===== config.mk =====
export PLATFORM = sky130hd
export DESIGN_NAME = quadrature_index_position_counter
export DESIGN_NICKNAME = d
export VERILOG_FILES = /design/src/sv/qipc_pkg.sv /design/src/sv/quadrature_index_position_counter.sv /design/src/sv/qipc_csr.sv
export VERILOG_INCLUDE_DIRS = /design/src /design/src/sv
export SDC_FILE = /design/constraint.sdc
export NUM_CORES = 2
export LEC_CHECK = 0
export BUFFER_PORTS_ARGS = -buffer_cell sky130_fd_sc_hd__clkbuf_2
export CAP_MARGIN = 40
export CELL_PAD_IN_SITES_DETAIL_PLACEMENT = 1
export CELL_PAD_IN_SITES_GLOBAL_PLACEMENT = 2
export CORE_MARGIN = 2
export CORE_UTILIZATION = 40
export CTS_BUF_LIST = sky130_fd_sc_hd__clkbuf_4
export CTS_CLUSTER_DIAMETER = 150
export CTS_CLUSTER_SIZE = 12
export DETAILED_ROUTE_END_ITERATION = 6
export PLACE_DENSITY = 0.83
export SYNTH_ARGS = -nofsm -noshare
export SYNTH_HDL_FRONTEND = slang
export SYNTH_SLANG_ARGS = --single-unit

===== constraint.sdc =====
create_clock -name clock -period 24.6 [get_ports clock]
set_input_delay 2.46 -clock clock [delete_from_list [all_inputs] [get_ports clock]]
set_output_delay 2.46 -clock clock [all_outputs]
set_load 0.02 [all_outputs]

===== src/sv/quadrature_index_position_counter_defines.svh =====
// ----------------------------------------------------------------------------
// Quadrature index position counter assertion macros
// Shared concurrent assertion forms for the counter RTL.
// ----------------------------------------------------------------------------
`ifndef QUADRATURE_INDEX_POSITION_COUNTER_DEFINES_SVH
`define QUADRATURE_INDEX_POSITION_COUNTER_DEFINES_SVH

// checked at every edge outside reset
`define QIPC_ASSERT_RST(label, clk, rst, prop, msg) \
   label: assert property (@(posedge clk) disable iff (rst) prop) else $error(msg);

// checked at every edge, reset included
`define QIPC_ASSERT_CLK(label, clk, prop, msg) \
   label: assert property (@(posedge clk) prop) else $error(msg);

`endif


===== src/sv/qipc_pkg.sv =====
// ----------------------------------------------------------------------------
// qipc_pkg
// Types, register map and helper functions for the quadrature counter.
// ----------------------------------------------------------------------------
`default_nettype none

package qipc_pkg;

   localparam int TICKS_WIDTH = 24;
   localparam int CSR_ADDR_WIDTH = 3;
   localparam int CSR_DATA_WIDTH = 32;

   // register index (byte address / 4)
   localparam logic REG_TICKS_PER_TURN = 1'b0;
   localparam logic REG_ARMED          = 1'b1;

   // n/5 for n < 2^24: (n * ceil(2^26/5)) >> 26
   localparam logic [23:0] DIV5_MULT  = 24'd13421773;
   localparam int          DIV5_SHIFT = 26;

   // Gray phase codes {a,b}
   localparam logic [1:0] PHASE_00 = 2'b00;
   localparam logic [1:0] PHASE_01 = 2'b01;
   localparam logic [1:0] PHASE_11 = 2'b11;
   localparam logic [1:0] PHASE_10 = 2'b10;

   typedef struct packed {
      logic [TICKS_WIDTH-1:0] ticks_per_turn;
      logic [TICKS_WIDTH-1:0] wrap_thresh;    // (ticks_per_turn / 5) * 4
      logic                   armed;
      logic                   clear_zero;     // pulse on any register write
   } cfg_type;

   // position of a phase along the up-count Gray sequence
   function automatic logic [1:0] gray_pos(input logic [1:0] phase);
      logic [1:0] pos;
      case (phase)
         PHASE_00: pos = 2'd0;
         PHASE_01: pos = 2'd1;
         PHASE_11: pos = 2'd2;
         PHASE_10: pos = 2'd3;
         default:  pos = 2'd0;
      endcase
      return pos;
   endfunction

endpackage

`default_nettype wire


===== src/sv/quadrature_index_position_counter.sv =====
// ----------------------------------------------------------------------------
// quadrature_index_position_counter
// Quadrature decoder with wrap to ticks per turn and index mark qualification.
// ----------------------------------------------------------------------------
//  channel | dir | payload                                   | flow
//  req_    | in  | chan_a, chan_b, index_level, index_edge   | tvalid/tready
//  rsp_    | out | position, raw_count, zero_found, idx_acc  | tvalid/tready
//  csr_    | in  | ticks_per_turn (0x0), armed (0x4)         | APB, pready=1
//
//  One word in, one word out; a new word is taken every
//  cycle while the result register is empty or being drained.
//  The count, phase and mark state close a registered loop through the
//  step / wrap / mark-distance logic.
//  Synchronous reset clears the phase, count, mark latch and zero flag.
//  A stalled rsp_ side holds the result register and stops req_.
// ----------------------------------------------------------------------------
`default_nettype none

`include "quadrature_index_position_counter_defines.svh"

module quadrature_index_position_counter
   import qipc_pkg::*;
#(
   parameter int COUNT_WIDTH = 32
)
(
   input  wire logic                      clock,
   input  wire logic                      reset,
   // [0] chan_a, [1] chan_b, [2] index_level, [3] index_edge, [7:4] zero
   input  wire logic [7:0]                req_tdata,
   input  wire logic                      req_tvalid,
   output logic                           req_tready,
   // [23:0] position, [55:24] raw_count, [56] zero_found,
   // [57] index_accepted, [63:58] zero
   output logic [63:0]                    rsp_tdata,
   output logic                           rsp_tvalid,
   input  wire logic                      rsp_tready,
   input  wire logic                      csr_psel,
   input  wire logic                      csr_penable,
   input  wire logic                      csr_pwrite,
   input  wire logic [CSR_ADDR_WIDTH-1:0] csr_paddr,
   input  wire logic [CSR_DATA_WIDTH-1:0] csr_pwdata,
   output logic      [CSR_DATA_WIDTH-1:0] csr_prdata,
   output logic                           csr_pready
);

   localparam int CW = COUNT_WIDTH;
   // wide enough for count difference plus ticks per turn
   localparam int WW = ((CW + 1 > TICKS_WIDTH + 1) ? CW + 1 : TICKS_WIDTH + 1) + 1;

   cfg_type cfg;

   qipc_csr u_csr (
      .clock   (clock),
      .reset   (reset),
      .psel    (csr_psel),
      .penable (csr_penable),
      .pwrite  (csr_pwrite),
      .paddr   (csr_paddr),
      .pwdata  (csr_pwdata),
      .prdata  (csr_prdata),
      .pready  (csr_pready),
      .cfg     (cfg)
   );

   // state
   logic [1:0]           phase_ff, phase_in;
   logic signed [CW-1:0] tick_ff, tick_in;
   logic signed [CW-1:0] mstart_ff, mstart_in;
   logic                 mvalid_ff, mvalid_in;
   logic                 zero_ff, zero_in;
   logic [63:0]          out_ff, out_in;
   logic                 out_vld_ff, out_vld_in;

   logic                 in_a, in_b, in_lvl, in_edge, req_acc;
   logic [1:0]           new_phase, step;
   logic signed [CW-1:0] cnt_step, cnt_f1, cnt_f2;
   logic signed [WW-1:0] t_w, thr_w, cnt_w, diff, mag_d, d1, d2;
   logic                 is_start, is_end, far, unit_dist, accepted;
   logic signed [31:0]   raw32;
   logic [TICKS_WIDTH-1:0] pos;

   assign in_a    = req_tdata[0];
   assign in_b    = req_tdata[1];
   assign in_lvl  = req_tdata[2];
   assign in_edge = req_tdata[3];

   assign req_tready = ~out_vld_ff | rsp_tready;
   assign req_acc    = req_tvalid & req_tready;

   assign t_w   = WW'({1'b0, cfg.ticks_per_turn});
   assign thr_w = WW'({1'b0, cfg.wrap_thresh});

   always_comb begin
      new_phase = {in_a, in_b};
      step      = gray_pos(new_phase) - gray_pos(phase_ff);
      phase_in  = phase_ff;
      cnt_step  = tick_ff;
      if (step == 2'd1) begin
         cnt_step = tick_ff + CW'(1);
         phase_in = new_phase;
      end else if (step == 2'd3) begin
         cnt_step = tick_ff - CW'(1);
         phase_in = new_phase;
      end

      // fold into 0..ticks_per_turn (strict greater-than on the top end)
      cnt_f1 = cnt_step[CW-1] ? cnt_step + t_w[CW-1:0] : cnt_step;
      cnt_w  = WW'(cnt_f1);
      cnt_f2 = (cnt_w > t_w) ? cnt_f1 - t_w[CW-1:0] : cnt_f1;

      is_start = in_edge & in_lvl & ~in_a & ~in_b;
      is_end   = in_edge & ~is_start;

      // mark distance, corrected across the wrap point
      diff  = WW'(mstart_ff) - WW'(cnt_f2);
      mag_d = diff[WW-1] ? -diff : diff;
      far   = mag_d > thr_w;
      d1    = (far && diff[WW-1]) ? diff + t_w : diff;
      d2    = (far && (d1 > 0)) ? t_w - d1 : d1;
      unit_dist = (d2 == WW'(1)) || (d2 == -WW'(1));

      accepted = is_end & mvalid_ff & (in_a ^ in_b) & unit_dist;

      tick_in   = accepted ? '0 : cnt_f2;
      mvalid_in = is_start ? 1'b1 : (is_end ? 1'b0 : mvalid_ff);
      mstart_in = is_start ? cnt_f2 : (is_end ? '1 : mstart_ff);

      zero_in = zero_ff;
      if (accepted && cfg.armed) begin
         zero_in = 1'b1;
      end

      raw32  = 32'(tick_in);
      pos    = zero_in ? raw32[TICKS_WIDTH-1:0] : '0;
      out_in = {6'd0, accepted, zero_in, raw32, pos};
   end

   assign out_vld_in = req_acc | (out_vld_ff & ~rsp_tready);

   always_ff @(posedge clock) begin
      if (reset) begin
         phase_ff   <= PHASE_00;
         tick_ff    <= '0;
         mstart_ff  <= '1;
         mvalid_ff  <= 1'b0;
         zero_ff    <= 1'b0;
         out_vld_ff <= 1'b0;
      end else begin
         out_vld_ff <= out_vld_in;
         if (cfg.clear_zero) begin
            zero_ff <= 1'b0;
         end else if (req_acc) begin
            zero_ff <= zero_in;
         end
         if (req_acc) begin
            phase_ff  <= phase_in;
            tick_ff   <= tick_in;
            mstart_ff <= mstart_in;
            mvalid_ff <= mvalid_in;
         end
      end
   end

   always_ff @(posedge clock) begin
      if (req_acc) begin
         out_ff <= out_in;
      end
   end

   assign rsp_tdata  = out_ff;
   assign rsp_tvalid = out_vld_ff;

   `QIPC_ASSERT_RST(a_word_gives_result, clock, reset,
      req_acc |=> rsp_tvalid, "accepted word produced no result")
   `QIPC_ASSERT_RST(a_pos_zero_until_found, clock, reset,
      (rsp_tvalid && !rsp_tdata[56]) |-> (rsp_tdata[23:0] == 24'd0),
      "position nonzero before zero mark found")
   `QIPC_ASSERT_RST(a_index_zeroes_count, clock, reset,
      (rsp_tvalid && rsp_tdata[57]) |-> (rsp_tdata[55:24] == 32'd0),
      "accepted index mark did not zero the count")
   `QIPC_ASSERT_RST(a_zero_rise_cause, clock, reset,
      $rose(zero_ff) |-> $past(req_acc && accepted && cfg.armed),
      "zero flag set without an armed index mark")
   `QIPC_ASSERT_CLK(a_reset_clears, clock,
      $past(reset) |-> (!rsp_tvalid && !zero_ff && !mvalid_ff),
      "control state not cleared by reset")

endmodule

`default_nettype wire


===== src/sv/qipc_csr.sv =====
// ----------------------------------------------------------------------------
// qipc_csr
// APB register file: ticks per turn, armed flag and the wrap threshold.
// ----------------------------------------------------------------------------
`default_nettype none

module qipc_csr
   import qipc_pkg::*;
(
   input  wire logic                      clock,
   input  wire logic                      reset,
   input  wire logic                      psel,
   input  wire logic                      penable,
   input  wire logic                      pwrite,
   input  wire logic [CSR_ADDR_WIDTH-1:0] paddr,
   input  wire logic [CSR_DATA_WIDTH-1:0] pwdata,
   output logic      [CSR_DATA_WIDTH-1:0] prdata,
   output logic                           pready,
   output cfg_type                        cfg
);

   logic [TICKS_WIDTH-1:0] ticks_ff, ticks_in;
   logic [TICKS_WIDTH-1:0] thresh_ff, thresh_in;
   logic                   armed_ff, armed_in;
   logic                   clear_in;
   logic                   wr_en;
   logic                   reg_idx;
   logic [47:0]            div_prod;
   logic [TICKS_WIDTH-1:0] div_quot;

   assign pready  = 1'b1;
   assign wr_en   = psel & penable & pwrite & pready;
   assign reg_idx = paddr[2];

   // threshold worked out once at write time, off the count path
   assign div_prod = {24'd0, pwdata[TICKS_WIDTH-1:0]} * {24'd0, DIV5_MULT};
   assign div_quot = div_prod[DIV5_SHIFT +: TICKS_WIDTH];

   always_comb begin
      ticks_in  = ticks_ff;
      thresh_in = thresh_ff;
      armed_in  = armed_ff;
      clear_in  = 1'b0;
      if (wr_en) begin
         clear_in = 1'b1;
         unique case (reg_idx)
            REG_TICKS_PER_TURN: begin
               ticks_in  = pwdata[TICKS_WIDTH-1:0];
               thresh_in = {div_quot[TICKS_WIDTH-3:0], 2'b00};
            end
            REG_ARMED: begin
               armed_in = pwdata[0];
            end
            default: begin
            end
         endcase
      end
   end

   always_ff @(posedge clock) begin
      if (reset) begin
         ticks_ff  <= '0;
         thresh_ff <= '0;
         armed_ff  <= 1'b0;
      end else begin
         ticks_ff  <= ticks_in;
         thresh_ff <= thresh_in;
         armed_ff  <= armed_in;
      end
   end

   always_comb begin
      unique case (reg_idx)
         REG_TICKS_PER_TURN: prdata = {{(CSR_DATA_WIDTH-TICKS_WIDTH){1'b0}}, ticks_ff};
         REG_ARMED:          prdata = {{(CSR_DATA_WIDTH-1){1'b0}}, armed_ff};
         default:            prdata = '0;
      endcase
   end

   // clear goes out in the write cycle itself so the next word sees it
   assign cfg = '{ticks_per_turn: ticks_ff,
                  wrap_thresh:    thresh_ff,
                  armed:          armed_ff,
                  clear_zero:     clear_in};

endmodule

`default_nettype wire

## Yosys cells after proc, flatten, opt, wreduce, memory -nomap -nowiden

Cells that the tools add are included.

- Bits in registers: 174
- Input bits: 50
- Logic and storage cells: 86

- Add/sub/neg operators: 9
- Multiply operators: 1
- $lt $le $gt $ge: 3
- Eq/ne operators: 10
- Mux-type cells: 19
- Bitwise logic cells: 20
- Reduce and logical (&&, ||, !) cells: 13

Operators with widths:

| kind | number |
|---|---|
| $mux W32 | 7 |
| $mux W34 | 3 |
| $pmux W32 S2 | 1 |
| $mul A24 B24 Y48 const B | 1 |
| $add A33 B25 Y34 | 1 |
| $eq A34 B1 Y1 const B | 1 |
| $eq A34 B2 Y1 const B | 1 |
| $gt A34 B1 Y1 const B | 1 |
| $gt A34 B25 Y1 | 1 |
| $neg A33 Y34 | 1 |
| $sub A25 B34 Y34 | 1 |
| $sub A32 B32 Y33 | 1 |
| $add A32 B2 Y32 const B | 1 |
| $add A32 B24 Y32 | 1 |
| $gt A32 B25 Y1 | 1 |
| $sub A32 B2 Y32 const B | 1 |
| $sub A32 B24 Y32 | 1 |
| $pmux W2 S4 | 2 |
| $and A1 B1 Y1 | 11 |
| $eq A2 B2 Y1 const B | 5 |
| $reduce_and A2 Y1 | 4 |
| $eq A2 B1 Y1 const B | 3 |
| $not A1 Y1 | 6 |
| $logic_not A2 Y1 | 2 |
| 9 further kinds | 17 |

## Depth between registers and ports, before layout

- Depth in word-level cells: 24
- Mapped depth: 106
- Mapped depth without buffers: 98

## Modules after synthesis

From an unflattened synthesis, not the netlist that was laid out.

- Cell total of the unflattened synthesis: 3,807
- Area, all modules: 31,051.0 sq um

Modules (own cells, without submodules):

| module | times used | cells each | area each (sq um) |
|---|---|---|---|
| quadrature_index_position_counter | 1 | 2,462 | 18,647.9 |
| qipc_csr | 1 | 1,345 | 12,403.1 |

## Least setup slack after synthesis

OpenSTA, ideal clock, no wires.

- Kind: input-to-reg
- Start point: in req_tdata[1]
- End point: reg out_ff[11], in the netlist rsp_tdata[11], data pin
- Library setup time: 270 ps
- Arrival time: 20,442 ps
- Required time: 24,330 ps
- Path slack: 3,888 ps
- Cell stages on the path: 93
- Cells stage by stage: inv_1 ha_1 inv_1 ha_1 xnor3_1 clkbuf_1 clkbuf_1 or2_2 nor2_1 a21oi_1 xnor2_1 ha_1 or3_1 o211ai_1 a21oi_1 nor2_1 nor2b_1 o21ai_0 [... 57 more ...] nand3_1 a31o_2 o2111ai_1 a2111oi_1 a2111o_1 and2_1 maj3_2 or4_1 a311oi_2 nand4b_1 nor4_1 nand4_1 or4_1 nor4_1 mux2_2 buf_4 buf_4 nor3_1

- Word-level cells in the longest chain between the ends: 24
- Elaborated cells on any way between the ends: 40

RTL lines:

| item | RTL line | source |
|---|---|---|
| from (decl) | quadrature_index_position_counter.sv:30 | `input wire logic [7:0] req_tdata,` |
| $eq A2 B2 Y1 (tied with other cells) | qipc_pkg.sv:37 | `case (phase)` |
| $pmux W2 S4 | qipc_pkg.sv:37 |  |
| $sub A2 B2 Y2 | quadrature_index_position_counter.sv:96 | `step = gray_pos(new_phase) - gray_pos(phase_ff);` |
| $eq A2 B2 Y1 | quadrature_index_position_counter.sv:102 | `end else if (step == 2'd3) begin` |
| $mux W32 | quadrature_index_position_counter.sv:102 |  |
| $mux W32 | quadrature_index_position_counter.sv:99 | `if (step == 2'd1) begin` |
| $add A32 B24 Y32 | quadrature_index_position_counter.sv:108 | `cnt_f1 = cnt_step[CW-1] ? cnt_step + t_w[CW-1:0] : cnt_step;` |
| $mux W32 | quadrature_index_position_counter.sv:108 |  |
| [... 8 more ...] | -- |  |
| $gt A34 B1 Y1 | quadrature_index_position_counter.sv:120 | `d2 = (far && (d1 > 0)) ? t_w - d1 : d1;` |
| $logic_and A1 B1 Y1 | quadrature_index_position_counter.sv:120 |  |
| $mux W34 | quadrature_index_position_counter.sv:120 |  |
| $eq A34 B2 Y1 or $eq A34 B1 Y1 (tied branches) | quadrature_index_position_counter.sv:121 | `unit_dist = (d2 == WW'(1)) \|\| (d2 == -WW'(1));` |
| $logic_or A1 B1 Y1 | quadrature_index_position_counter.sv:121 |  |
| $and A1 B1 Y1 | quadrature_index_position_counter.sv:123 | `accepted = is_end & mvalid_ff & (in_a ^ in_b) & unit_dist;` |
| $logic_and A1 B1 Y1 | quadrature_index_position_counter.sv:130 | `if (accepted && cfg.armed) begin` |
| $mux W1 | quadrature_index_position_counter.sv:130 |  |
| to (signal assigned) | quadrature_index_position_counter.sv:167 | `out_ff <= out_in;` |
| to (decl) | quadrature_index_position_counter.sv:72 | `logic [63:0] out_ff, out_in;` |

Several ways; a longest one is shown, not always the timed one.
A chain may end at the register's enable or synchronous reset.

## Final worst setup path

- Start point: in req_tdata[0]
- End point: reg out_ff[4], in the netlist rsp_tdata[4], data pin

The elaborated chain is that of the path after synthesis.

==> summary.md <==
| Metric | Value |
|---|---|
| CTS Buf Count | `17` |
| Die width | `277 µm` |
| DRC violations left | `0` |
| Crit path top cell by count | `a21oi_1` |
| Via Count | `27300` |
| Clock Root Buffer | `clkbuf_4` |
| Fin crit share | `90.4%` |
| Clock slew at the register clock pins of the worst setup and hold paths | `0.18 ns` |
| Main synth FF type | `dfxtp_1` |
| CORE AREA | `74200 µm²` |
| H-tree levels | `4` |
| Die Area | `76800 µm²` |
| Worst hold path type | `reg2reg` |
| Final Max Slew Viols | `0` |
| Critical path's slowest cell | `xnor3_1` |
| Synthesized area | `29800 µm²` |
| Global-route wire length before repair | `166 mm` |
| Rows | `100` |
| Worst Tran Pin Value | `0.941 ns` |
| Startpoint types | `input port` |
| Post-DP HPWL | `89.3 mm` |
| Drt via density | `5.82` |
| # resized after CTS | `0` |
| Async set-reset flop share out of synthesis | `0%` |
| RSZ-0062 raised after global routing | `false` |
| 1st-iter DRT viols | `1434` |
| CP peak stage delay | `0.80 ns` |
| Vias in the first global route | `28400` |
| Yosys cell types | `121` |
| HP Start | `u_csr.thresh_ff[8]` |
| WS Path Type | `in2reg` |
| Setup TNS | `0 ns` |
| CTS tree | `done` |
| First-pass iteration count of the detailed router | `5` |
| I/O Buffers | `119` |
| Gr ovfl total | `0` |
| Post-synthesis sequential area ratio | `13.6%` |
| Hold EP | `u_csr.thresh_ff[8]` |
| Io pins | `149` |
| Gate count after technology mapping | `3587` |
| Syn avg cell area | `8.32 µm²` |
| Reg-to-reg critical path startpoint | `phase_ff[0]` |
| Die height | `277 µm` |
| Clk sinks | `174` |
| Ys Warns | `0` |
| WP data arrival | `22.72 ns` |
| Tot GR Track Use | `28.0%` |
| Run status | `complete, no violations` |
| Setup Fix Bufs, Post-CTS | `0` |
| Worst reg-to-reg path cell count | `86` |
| Commonest non-fill, non-tap cell in the layout | `inv_1` |
| Layout area overhead | `8.17%` |
| Skew final | `0.0384 ns` |
| Setup violators final | `0` |
| Endpoint class of the critical path | `flip-flop` |
| Total wire length | `107 mm` |
| R2r endpoint | `rsp_tdata[4]` |
| CTS hold repair buffers | `0` |
| EDFF count, synth | `58` |
| Hold path depth | `2` |
| Worst Path Required | `25.08 ns` |
| Largest net degree at the start of global routing | `70` |
| WL/cell | `22.9 µm` |
| Slew HR | `36.8%` |
| Min Tclk post-route | `22.25 ns` |
| ANT nets after route | `0` |
| Clock tree buffer depth | `2` |
| Initial Util | `40.2%` |
| R2r setup slk | `3.82 ns` |
| # nets final | `4380` |
| Hold Violations, Final | `0` |
| Max_cap viols | `0` |
| Skew-Pair Late Insertion Delay | `0.77 ns` |
| Crit Path Max Fanout | `29` |
| Yosys reg bits | `174` |
| Routability cong. | `0.933` |
| Ratio of cells with drive above 1 in the final layout | `10.2%` |
| Most frequent cells in the layout | `inv_1 (489), ha_1 (406), nor2_1 (246), nand2_1 (231), fa_1 (225)` |
| Initial antenna violation count | `5` |
| F_max | `45.0 MHz` |
==> kinds of logic (layout without fill, tap and decap cells) <==
group,count (synthesis),in the layout,share of synthesized area [%]
other,2,18,0.0252
AND/OR/NAND/NOR,1079,1079,18.9
AO/OA/AOI/OAI,820,820,19.0
buffers and inverters,639,751,8.56
adder cells (fa/ha/maj),637,637,32.3
XOR/XNOR,184,184,5.78
multiplexers,52,52,1.85
flip-flops,174,174,13.6
==> metrics by stage <==
step	instance area (µm²)	hold WS (ns)	setup WS [ns]	cells	util (%)
final	32300	0.464	2.35	4684	43.5
after global routing	32300	0.485	0.813	4683	43.5
after floorplan	29900	0.432	3.89	3600	-
after detailed placement	31900	0.446	1.79	4648	43.0
after global placement	31900	0.441	1.91	4641	42.9
after CTS	32300	0.468	2.57	4680	43.5
==> critical path: cells and delay by family <==
kind,cells,cell delay (ns)
adders and majority gates,7,2.36
muxes,4,1.27
xor gates and xnor gates,5,1.39
AOI/OAI and AO/OA,40,9.51
buffers and inverters,10,1.34
and+or+nand+nor,22,4.27
==> flip-flops by register name, summed over array words and instances, names as in the netlist <==
signal           count
mstart_ff           32
rsp_tdata           58
mvalid_ff            1
u_csr.armed_ff       1
rsp_tvalid           1
zero_ff              1
u_csr.ticks_ff      24
tick_ff             32
phase_ff             2
u_csr.thresh_ff     22
==> layout make-up <==
type                       count  area (µm²)
clock buffer                  17         128
tap                          969        1210
clock inverter                15         214
fill                        8939       41900
sequential                   174        4060
inverter                     491        1840
antenna                        3        7.51
timing repair buffer         228        1500
multi-input combinational   2787       23300
==> per-layer routing <==
metal	vias to the layer above	wire [µm]	global-route usage, %
li1	12800	-	-
met1	13600	45900	34.7
met2	590	51100	47.9
met3	193	3910	2.70
met4	4	6340	15.0
met5	-	18	0
==> worst max-delay path by stage <==
| stage | endpoint | startpoint | slack [ns] |
|---|---|---|---|
| floorplan | rsp_tdata[11] | req_tdata[1] | 3.89 |
| global placement | rsp_tdata[4] | req_tdata[0] | 1.91 |
| detailed placement | rsp_tdata[56] | req_tdata[0] | 1.79 |
| CTS | rsp_tdata[56] | req_tdata[0] | 2.57 |
| global route | tick_ff[24] | req_tdata[0] | 0.81 |
| finish | rsp_tdata[4] | req_tdata[0] | 2.35 |
==> cell usage after synthesis, types with 10 or more instances <==
library cell  instances  share of area, %
a211oi_1             33              0.83
a21boi_0             17              0.43
a21o_1               85               2.1
a21oi_1             215               3.6
a311oi_1             15              0.44
a31oi_1              30              0.63
and2_1               36              0.75
and3_1               31              0.65
and4_1               11              0.32
buf_1                11              0.14
buf_4                27              0.68
clkbuf_1             96               1.2
dfxtp_1             116               7.8
edfxtp_1             58               5.8
fa_1                225                15
ha_1                406                17
inv_1               490               6.2
mux2_2               17              0.64
mux2i_1              32               1.1
nand2_1             231               2.9
nand2b_1             40              0.84
nand3_1              69               1.2
nand3b_1             31              0.78
nand4_1              55               1.2
nand4b_1             10              0.29
nor2_1              247               3.1
nor2b_1              23              0.48
nor3_1              103               1.7
nor4_1               40              0.84
o2111ai_1            11              0.32
o211a_1              10              0.34
o211ai_1             18              0.45
o21a_1               23              0.58
o21ai_0             119               2.0
o21ai_1              20              0.34
o21bai_1             11              0.28
o22ai_1              14              0.29
o311ai_0             12              0.35
o31ai_1              54               1.4
or2_2                43              0.90
or3_1                42              0.88
or4_1                21              0.53
xnor2_1             118               3.5
xor2_1               56               1.6
Power is left out: the tool's default activity adds up to more than one toggle a clock period on the data nets, which glitch-free logic cannot reach.
